===== config.mk =====
export PLATFORM = sky130hd
export DESIGN_NAME = battery_fault_monitor
export DESIGN_NICKNAME = d
export VERILOG_FILES = /design/src/bfm_pkg.sv /design/src/bfm_cfg.sv /design/src/bfm_eval.sv /design/src/battery_fault_monitor.sv
export SDC_FILE = /design/constraint.sdc
export NUM_CORES = 1
export LEC_CHECK = 0
export ABC_CLOCK_PERIOD_IN_PS = 11200
export BUFFER_PORTS_ARGS = -buffer_cell sky130_fd_sc_hd__clkbuf_2
export CORE_ASPECT_RATIO = 1.25
export CORE_UTILIZATION = 29
export CTS_BUF_LIST = sky130_fd_sc_hd__clkbuf_4
export CTS_CLUSTER_SIZE = 8
export DETAILED_ROUTE_END_ITERATION = 7
export GPL_TIMING_DRIVEN = 0
export HOLD_SLACK_MARGIN = 0.12
export SLEW_MARGIN = 20
export SYNTH_ARGS = -nofsm -noshare
export SYNTH_HDL_FRONTEND = slang
export SYNTH_SLANG_ARGS = --single-unit

===== constraint.sdc =====
create_clock -name clk -period 11.2 [get_ports clk]
set_input_delay 1.12 -clock clk [delete_from_list [all_inputs] [get_ports clk]]
set_output_delay 1.12 -clock clk [all_outputs]
set_load 0.02 [all_outputs]

===== src/bfm_pkg.sv =====
// Shared types, limits and codes for the battery fault monitor.
package bfm_pkg;

    // Fixed protection limits.
    localparam int DISCHARGE_LIMIT_MV   = 3100;
    localparam int UV_HYSTERESIS_MV     = 100;
    localparam int TEMP_HYSTERESIS_DECI = 50;
    localparam int MODULE_SLOTS         = 20;
    localparam int OV_CLEAR_MV          = 100;
    localparam int SANE_LIMIT_MV        = 10000;
    localparam int DEBOUNCE_MS          = 1000;
    localparam int GRACE_MS             = 10000;

    // Field widths.
    localparam int MV_W     = 16;
    localparam int LIM_MV_W = 14;
    localparam int TEMP_W   = 12;
    localparam int TIME_W   = 32;
    localparam int MOD_W    = 20;
    localparam int CODE_W   = 3;

    // Configuration port widths.
    localparam int CFG_ADDR_W = 3;
    localparam int CFG_DATA_W = 20;

    // Stream payload widths.
    localparam int IN_TDATA_W  = 112;
    localparam int IN_TUSER_W  = 2;
    localparam int OUT_TDATA_W = 8;

    // Configuration register indexes.
    localparam logic [CFG_ADDR_W-1:0] REG_OVER_VOLTAGE   = 3'd0;
    localparam logic [CFG_ADDR_W-1:0] REG_UNDER_VOLTAGE  = 3'd1;
    localparam logic [CFG_ADDR_W-1:0] REG_OVER_TEMP      = 3'd2;
    localparam logic [CFG_ADDR_W-1:0] REG_UNDER_TEMP     = 3'd3;
    localparam logic [CFG_ADDR_W-1:0] REG_CELL_GAP       = 3'd4;
    localparam logic [CFG_ADDR_W-1:0] REG_EXPECTED_MODS  = 3'd5;
    localparam logic [CFG_ADDR_W-1:0] REG_CHARGE_VOLTAGE = 3'd6;
    localparam logic [CFG_ADDR_W-1:0] REG_CHARGE_TEMP    = 3'd7;

    // Status codes, in priority order.
    localparam logic [CODE_W-1:0] STATUS_OK         = 3'd0;
    localparam logic [CODE_W-1:0] STATUS_OVERVOLT   = 3'd1;
    localparam logic [CODE_W-1:0] STATUS_UNDERVOLT  = 3'd2;
    localparam logic [CODE_W-1:0] STATUS_OVERTEMP   = 3'd3;
    localparam logic [CODE_W-1:0] STATUS_UNDERTEMP  = 3'd4;
    localparam logic [CODE_W-1:0] STATUS_COMM       = 3'd5;
    localparam logic [CODE_W-1:0] STATUS_IMBALANCE  = 3'd6;

    // Item kinds.
    localparam logic KIND_EVALUATE = 1'b0;
    localparam logic KIND_CLEAR    = 1'b1;

    typedef struct packed {
        logic [LIM_MV_W-1:0]      over_voltage_mv;
        logic [LIM_MV_W-1:0]      under_voltage_mv;
        logic signed [TEMP_W-1:0] over_temp_deci;
        logic signed [TEMP_W-1:0] under_temp_deci;
        logic [LIM_MV_W-1:0]      cell_gap_mv;
        logic [MOD_W-1:0]         expected_modules;
        logic [LIM_MV_W-1:0]      charge_voltage_mv;
        logic signed [TEMP_W-1:0] charge_temp_deci;
    } bfm_cfg_t;

    typedef struct packed {
        logic                     kind;
        logic                     has_data;
        logic [MV_W-1:0]          high_cell_mv;
        logic [MV_W-1:0]          low_cell_mv;
        logic signed [TEMP_W-1:0] high_temp_deci;
        logic signed [TEMP_W-1:0] low_temp_deci;
        logic [TIME_W-1:0]        now_ms;
        logic [MOD_W-1:0]         alive_modules;
    } bfm_item_t;

    typedef struct packed {
        logic              over_volt_flag;
        logic              under_volt_flag;
        logic              over_temp_flag;
        logic              under_temp_flag;
        logic              imbalance_flag;
        logic              comm_flag;
        logic              debounce_running;
        logic [TIME_W-1:0] debounce_start_ms;
    } bfm_state_t;

    typedef struct packed {
        logic              all_ok;
        logic [CODE_W-1:0] status_code;
        logic              charge_allowed;
        logic              discharge_allowed;
    } bfm_result_t;

endpackage


===== src/bfm_cfg.sv =====
// Configuration register file of the battery fault monitor.
module bfm_cfg (
    input  logic                              clk,
    input  logic                              rst_n,
    input  logic                              cfg_wen,
    input  logic [bfm_pkg::CFG_ADDR_W-1:0]    cfg_addr,
    input  logic [bfm_pkg::CFG_DATA_W-1:0]    cfg_wdata,
    output bfm_pkg::bfm_cfg_t                 cfg
);
    import bfm_pkg::*;

    bfm_cfg_t cfg_reg;
    bfm_cfg_t cfg_next;

    // Decode a write into the addressed register.
    always_comb
    begin
        cfg_next = cfg_reg;
        if (cfg_wen)
        begin
            case (cfg_addr)
                REG_OVER_VOLTAGE:   cfg_next.over_voltage_mv   = cfg_wdata[LIM_MV_W-1:0];
                REG_UNDER_VOLTAGE:  cfg_next.under_voltage_mv  = cfg_wdata[LIM_MV_W-1:0];
                REG_OVER_TEMP:      cfg_next.over_temp_deci    = $signed(cfg_wdata[TEMP_W-1:0]);
                REG_UNDER_TEMP:     cfg_next.under_temp_deci   = $signed(cfg_wdata[TEMP_W-1:0]);
                REG_CELL_GAP:       cfg_next.cell_gap_mv       = cfg_wdata[LIM_MV_W-1:0];
                REG_EXPECTED_MODS:  cfg_next.expected_modules  = cfg_wdata[MOD_W-1:0];
                REG_CHARGE_VOLTAGE: cfg_next.charge_voltage_mv = cfg_wdata[LIM_MV_W-1:0];
                REG_CHARGE_TEMP:    cfg_next.charge_temp_deci  = $signed(cfg_wdata[TEMP_W-1:0]);
                default:            cfg_next = cfg_reg;
            endcase
        end
    end

    // Registers with their power-on limits.
    always_ff @(posedge clk or negedge rst_n)
    begin
        if (!rst_n)
        begin
            cfg_reg.over_voltage_mv   <= 14'd4200;
            cfg_reg.under_voltage_mv  <= 14'd3000;
            cfg_reg.over_temp_deci    <= 12'sd650;
            cfg_reg.under_temp_deci   <= -12'sd100;
            cfg_reg.cell_gap_mv       <= 14'd200;
            cfg_reg.expected_modules  <= '0;
            cfg_reg.charge_voltage_mv <= 14'd4100;
            cfg_reg.charge_temp_deci  <= '0;
        end
        else
        begin
            cfg_reg <= cfg_next;
        end
    end

    assign cfg = cfg_reg;

endmodule


===== src/bfm_eval.sv =====
// Fault flag update and result evaluation for one check item.
module bfm_eval (
    input  bfm_pkg::bfm_cfg_t    cfg,
    input  bfm_pkg::bfm_item_t   item,
    input  bfm_pkg::bfm_state_t  state,
    output bfm_pkg::bfm_state_t  state_next,
    output bfm_pkg::bfm_result_t result
);
    import bfm_pkg::*;

    logic signed [17:0] hi_mv;
    logic signed [17:0] lo_mv;
    logic signed [17:0] ov_set;
    logic signed [17:0] ov_clr;
    logic signed [17:0] uv_set;
    logic signed [17:0] uv_clr;
    logic signed [17:0] gap_lim;
    logic signed [17:0] chg_v;
    logic signed [17:0] gap;
    logic signed [20:0] gap_x5;
    logic signed [20:0] gap_lim_x4;
    logic signed [12:0] hi_t;
    logic signed [12:0] lo_t;
    logic signed [12:0] ot_set;
    logic signed [12:0] ot_clr;
    logic signed [12:0] ut_set;
    logic signed [12:0] ut_clr;
    logic signed [12:0] chg_t;
    logic [TIME_W-1:0]  elapsed;
    logic               insane_mv;
    logic               modules_ok;
    logic               ok;

    // Widen every operand so limit minus hysteresis never wraps.
    always_comb
    begin
        hi_mv      = $signed({2'b00, item.high_cell_mv});
        lo_mv      = $signed({2'b00, item.low_cell_mv});
        ov_set     = $signed({4'b0000, cfg.over_voltage_mv});
        ov_clr     = ov_set - 18'(OV_CLEAR_MV);
        uv_set     = $signed({4'b0000, cfg.under_voltage_mv});
        uv_clr     = uv_set + 18'(UV_HYSTERESIS_MV);
        gap_lim    = $signed({4'b0000, cfg.cell_gap_mv});
        chg_v      = $signed({4'b0000, cfg.charge_voltage_mv});
        gap        = hi_mv - lo_mv;
        gap_x5     = (21'(gap) <<< 2) + 21'(gap);
        gap_lim_x4 = 21'(gap_lim) <<< 2;
        hi_t       = 13'(item.high_temp_deci);
        lo_t       = 13'(item.low_temp_deci);
        ot_set     = 13'(cfg.over_temp_deci);
        ot_clr     = ot_set - 13'(TEMP_HYSTERESIS_DECI);
        ut_set     = 13'(cfg.under_temp_deci);
        ut_clr     = ut_set + 13'(TEMP_HYSTERESIS_DECI);
        chg_t      = 13'(cfg.charge_temp_deci);
        elapsed    = item.now_ms - state.debounce_start_ms;
        insane_mv  = hi_mv > 18'(SANE_LIMIT_MV);
        modules_ok = (cfg.expected_modules[MODULE_SLOTS-1:0]
                      & ~item.alive_modules[MODULE_SLOTS-1:0]) == '0;
    end

    // Flag update with hysteresis.
    always_comb
    begin
        state_next = state;
        ok         = 1'b1;
        if (item.kind == KIND_CLEAR)
        begin
            state_next = '0;
        end
        else if (item.has_data && insane_mv)
        begin
            state_next.over_volt_flag = 1'b1;
            ok = 1'b0;
        end
        else if (item.has_data)
        begin
            if (hi_mv > ov_set)
                state_next.over_volt_flag = 1'b1;
            else if (hi_mv < ov_clr)
                state_next.over_volt_flag = 1'b0;

            // Under voltage is debounced by a wrapping millisecond timer.
            if (lo_mv < uv_set)
            begin
                if (!state.debounce_running)
                begin
                    state_next.debounce_running  = 1'b1;
                    state_next.debounce_start_ms = item.now_ms;
                end
                else if (elapsed > TIME_W'(DEBOUNCE_MS))
                begin
                    state_next.under_volt_flag = 1'b1;
                end
            end
            else if (lo_mv > uv_clr)
            begin
                state_next.under_volt_flag   = 1'b0;
                state_next.debounce_running  = 1'b0;
                state_next.debounce_start_ms = '0;
            end

            if (hi_t > ot_set)
                state_next.over_temp_flag = 1'b1;
            else if (hi_t < ot_clr)
                state_next.over_temp_flag = 1'b0;

            if (lo_t < ut_set)
                state_next.under_temp_flag = 1'b1;
            else if (lo_t > ut_clr)
                state_next.under_temp_flag = 1'b0;

            // Imbalance clears once the gap drops below 0.8 of the limit.
            if (gap > gap_lim)
                state_next.imbalance_flag = 1'b1;
            else if (gap_x5 < gap_lim_x4)
                state_next.imbalance_flag = 1'b0;

            // Missing modules are ignored during the start-up grace time.
            if (!modules_ok && (item.now_ms > TIME_W'(GRACE_MS)))
                state_next.comm_flag = 1'b1;
            else if (modules_ok)
                state_next.comm_flag = 1'b0;

            ok = !(state_next.over_volt_flag || state_next.under_volt_flag
                   || state_next.over_temp_flag || state_next.under_temp_flag
                   || state_next.comm_flag);
        end
    end

    // Status by priority and the charge and discharge permissions.
    always_comb
    begin
        result.all_ok = ok;
        if (state_next.over_volt_flag)
            result.status_code = STATUS_OVERVOLT;
        else if (state_next.under_volt_flag)
            result.status_code = STATUS_UNDERVOLT;
        else if (state_next.over_temp_flag)
            result.status_code = STATUS_OVERTEMP;
        else if (state_next.under_temp_flag)
            result.status_code = STATUS_UNDERTEMP;
        else if (state_next.comm_flag)
            result.status_code = STATUS_COMM;
        else if (state_next.imbalance_flag)
            result.status_code = STATUS_IMBALANCE;
        else
            result.status_code = STATUS_OK;
        result.charge_allowed = !state_next.over_volt_flag && !state_next.over_temp_flag
                                && (lo_t >= chg_t) && (hi_mv <= chg_v);
        result.discharge_allowed = !state_next.under_volt_flag && !state_next.over_temp_flag
                                   && (lo_mv >= 18'(DISCHARGE_LIMIT_MV));
    end

endmodule


===== src/battery_fault_monitor.sv =====
// Top level of the battery fault monitor: input stage, evaluation and result stage.
//
//  Channel  Direction  Signals                          Content
//  s_*      in         s_tvalid s_tready s_tdata s_tuser  one check or clear item
//  m_*      out        m_tvalid m_tready m_tdata          one status result per item
//  cfg_*    in         cfg_wen cfg_addr cfg_wdata         limit register writes
//
// An item passes from the input transfer through the input register, then through
// the flag logic into the result register.
// One item is accepted every cycle while the result side keeps taking data.
// A stalled result holds both stages; the input side stays ready whenever the
// input register is empty or moves forward in the same cycle.
// Reset clears all fault flags, the debounce timer and loads the default limits.
module battery_fault_monitor (
    input  logic                                 clk,
    input  logic                                 rst_n,
    // Input stream.
    input  logic                                 s_tvalid,
    output logic                                 s_tready,
    // Bits: high_cell_mv[15:0], low_cell_mv[31:16], high_temp_deci[43:32],
    // low_temp_deci[55:44], now_ms[87:56], alive_modules[107:88], zero pad.
    input  logic [bfm_pkg::IN_TDATA_W-1:0]       s_tdata,
    // Bits: kind[0], has_data[1].
    input  logic [bfm_pkg::IN_TUSER_W-1:0]       s_tuser,
    // Result stream.
    output logic                                 m_tvalid,
    input  logic                                 m_tready,
    // Bits: all_ok[0], status_code[3:1], charge_allowed[4],
    // discharge_allowed[5], zero pad.
    output logic [bfm_pkg::OUT_TDATA_W-1:0]      m_tdata,
    // Configuration writes.
    input  logic                                 cfg_wen,
    input  logic [bfm_pkg::CFG_ADDR_W-1:0]       cfg_addr,
    input  logic [bfm_pkg::CFG_DATA_W-1:0]       cfg_wdata
);
    import bfm_pkg::*;

    bfm_cfg_t    cfg;
    bfm_item_t   in_item;
    bfm_item_t   item_reg;
    logic        item_valid_reg;
    bfm_state_t  state_reg;
    bfm_state_t  state_next;
    bfm_result_t eval_result;
    bfm_result_t result_reg;
    logic        result_valid_reg;
    logic        result_free;
    logic        eval_fire;
    logic        in_fire;

    bfm_cfg u_cfg (
        .clk       (clk),
        .rst_n     (rst_n),
        .cfg_wen   (cfg_wen),
        .cfg_addr  (cfg_addr),
        .cfg_wdata (cfg_wdata),
        .cfg       (cfg)
    );

    // Unpack the incoming transfer.
    always_comb
    begin
        in_item.kind           = s_tuser[0];
        in_item.has_data       = s_tuser[1];
        in_item.high_cell_mv   = s_tdata[15:0];
        in_item.low_cell_mv    = s_tdata[31:16];
        in_item.high_temp_deci = $signed(s_tdata[43:32]);
        in_item.low_temp_deci  = $signed(s_tdata[55:44]);
        in_item.now_ms         = s_tdata[87:56];
        in_item.alive_modules  = s_tdata[107:88];
    end

    // Handshake between the two stages.
    assign result_free = !result_valid_reg || m_tready;
    assign eval_fire   = item_valid_reg && result_free;
    assign s_tready    = !item_valid_reg || eval_fire;
    assign in_fire     = s_tvalid && s_tready;

    bfm_eval u_eval (
        .cfg        (cfg),
        .item       (item_reg),
        .state      (state_reg),
        .state_next (state_next),
        .result     (eval_result)
    );

    // Input register.
    always_ff @(posedge clk or negedge rst_n)
    begin
        if (!rst_n)
        begin
            item_valid_reg <= 1'b0;
        end
        else if (s_tready)
        begin
            item_valid_reg <= s_tvalid;
        end
    end

    always_ff @(posedge clk)
    begin
        if (in_fire)
        begin
            item_reg <= in_item;
        end
    end

    // Fault flags advance once per evaluated item.
    always_ff @(posedge clk or negedge rst_n)
    begin
        if (!rst_n)
        begin
            state_reg <= '0;
        end
        else if (eval_fire)
        begin
            state_reg <= state_next;
        end
    end

    // Result register.
    always_ff @(posedge clk or negedge rst_n)
    begin
        if (!rst_n)
        begin
            result_valid_reg <= 1'b0;
        end
        else if (result_free)
        begin
            result_valid_reg <= item_valid_reg;
        end
    end

    always_ff @(posedge clk)
    begin
        if (eval_fire)
        begin
            result_reg <= eval_result;
        end
    end

    assign m_tvalid = result_valid_reg;
    assign m_tdata  = {2'b00, result_reg.discharge_allowed, result_reg.charge_allowed,
                       result_reg.status_code, result_reg.all_ok};

endmodule

==> metrics.txt <==
number of flip-flops in the largest register=112; Clock Skew=around 0.09 ns; initial antenna violation count=2; area leader, netlist=edfxtp_1; row count=~100; Final period util=54.7%; post-DP HPWL=just under 40000 µm; max_slew headroom=41.2%; global-route wire length before repair=79900 µm; DR DRC count=0; Synth area leaders=edfxtp_1 (19%), dfrtp_1 (17%), ha_1 (16%); share of the synthesized area in the top cell type=roughly a fifth; die area=62900 µm²; Worst path depth=24; register bit total from synthesis=approximately 270; Routed WL per cell=17.4 µm; Pleak=just over 9 nW; most frequent cells in the layout=ha_1 (224), inv_1 (195), clkbuf_2 (142); launching point of the worst reg2reg path=item_reg[92]; total number of yosys warnings=0; Worst R2R Path Depth=24; post-route ant nets=0; Core ar.=roughly 61000 µm²; final cell count without fillers=a little under 3000; Placed Instances=between 2000 and 3000; Fillers=around 6300; Total GRT Usage=approximately 16%; Die H=between 200 and 300 µm; Clock Tree Root=clkbuf_4; Post-CTS Setup Repair Bufs=0; Area growth, synth to finish=16.4%; die width=225 µm; Starting DRT DRC Count=about 640; max frequency=~160 MHz; Nets=approximately 2400; Top-Level Pins=152; PwrDens=165 nW/µm²; FF/Latch Area=7350 µm²; H-tree levels=3; crit end category=register; CP arrival=approximately 6.6 ns; CP Launch Type=register; fraction of layout cells with a size suffix above 1=approximately a fifth; Post-synth ARST share=56.9%; Syn Inst Count=~1800; Clock transition at path regs=0.07 ns; most common flop cell mapped by yosys=dfrtp_1; CTS tree=yes; syn avg cell area=9.96 µm²; CP bufs+invs=1; critical path's top delay family=compound AO/OA/AOI/OAI gates; fin crit period=slightly above 6 ns; area of the multi-input gates=9700 µm²; Unique masters post-synth=84; setup TNS=0 ns; port bufs=roughly 140; Place WS=5.19 ns; largest net degree at the start of global routing=87; register-to-register setup slack=5.08 ns; Slew @ Worst Pin=~0.88 ns; Hold Buf Count CTS=0; Req. time, crit path=11.70 ns; Slew Viols, Final=0; vias=around 15000; Max-Cap Viols=0; PostCTS Resize Cnt=0; vias in the first global route=15000; total grt overflow=0; # clock sinks=around 270; Mapped Area=17900 µm²; Max clock buf depth=3; final design utilization=about a third; DR pass1 iterations=5; Worst Slack Setup Final=5.08 ns; register area share after synthesis=roughly two fifths; Vias/cell=5.01; Fin. Hold Viols=0; final wirelength=~51000 µm; status=finished clean; Post-synth EDFFs=116; Num CTS Buffers=between 70 and 80; Crit Path Class=reg -> reg; RR Endpoint=m_tdata[2]; starting density of the core=29.5%; routability cong.=0.885; worst-path fanout max=3; critical path cell sequence=inv_1 > ha_1 > fa_1 > nand2b_1 > nand2b_1 > a21oi_1 > xnor2_1 > ha_1 > a21o_1 > a21oi_1 > o21ai_0 > o41ai_1 > o41ai_4 > a31oi_1 > xnor2_1 > ha_1 > a21oi_1 > o2111ai_1 > a2111o_1 > a31oi_1 > o211ai_1 > a211o_1 > nand4b_1 > a31oi_1; Peak VDD IR=0.0000722 V; crit-path max cell delay=0.66 ns; Final setup viols=0; Pwr Total=0.00344 W; commonest non-fill, non-tap cell in the layout=ha_1; slowest CP cell=o41ai_1; Hold Path Class=in -> async; Worst-Skew Late Latency=approximately 0.83 ns; unrepaired setup endpoints after global routing=no
[cell type report]
type                            count  share of cell area [%]
Sequential cell                   269                    35.2
Multi-Input combinational cell   1294                    46.4
Clock inverter                     21                   0.844
Timing Repair Buffer              146                    3.86
Inverter                          195                    3.50
Clock buffer                      120                    4.31
Tap cell                          824                    4.93
Antenna cell                        2                  0.0240
Buffer                             45                   0.940
[worst max path at each step]
stage / from / end
final: item_reg[92] / m_tdata[2]
after global placement: item_reg[92] / m_tdata[2]
after detailed placement: item_reg[92] / m_tdata[2]
after floorplan: item_reg[76] / m_tdata[2]
after global routing: item_reg[92] / m_tdata[2]
after CTS: item_reg[92] / m_tdata[2]
[routing by layer]
layer,wire length [µm],GRT usage [%],up-vias
met4,1910,7.62,0
met2,25700,29.3,351
met3,2200,2.86,112
met1,21100,18.8,7061
met5,0,0,-
li1,-,-,7071
[cell usage after synthesis, drive strengths merged (7+ instances only)]
library cell  instances
mux2i                 7
nor2                 63
o41ai                 7
dfrtp               125
inv                 195
dfstp                28
o2111ai               8
nand2b               30
nand4                29
or3                   9
and3                 12
nor3                 26
a21oi                98
o21ai               147
xnor2                67
o31ai                11
o22ai                13
ha                  224
edfxtp              116
clkbuf               34
nand3                68
o21bai                9
a31oi                10
o21a                 31
nand2               134
o211ai               20
nor4                 20
a211oi               16
buf                  11
a21o                 42
mux2                 65
xor2                 14
nor2b                24
[kinds of logic (layout without fill, tap and decap cells)]
group	after synthesis	in the layout	share of synthesized area [%]
flip-flops	269	269	40.9
adder cells (fa/ha/maj)	228	228	16.0
XOR/XNOR	81	81	3.99
multiplexers	72	72	4.47
AO/OA/AOI/OAI	464	464	16.9
AND/OR/NAND/NOR	447	447	12.5
other	1	4	0.0209
buffers and inverters	240	527	5.17
[power by group]
part	total [W]	switching [W]	internal [W]
sequential	0.00126	0.0000898	0.00117
combinational	0.00117	0.000654	0.000521
clock	0.00100	0.000444	0.000558
total	0.00344	0.00119	0.00225
[stage by stage]
step	area, µm²	hold slack [ns]
6_report	20900	0.342
5_1_grt	20900	0.320
4_1_cts	20900	0.269
3_5_place_dp	19800	0.472
3_3_place_gp	19700	0.463
2_1_floorplan	18000	0.450
Note: power is estimated with default switching activity, not from simulation.
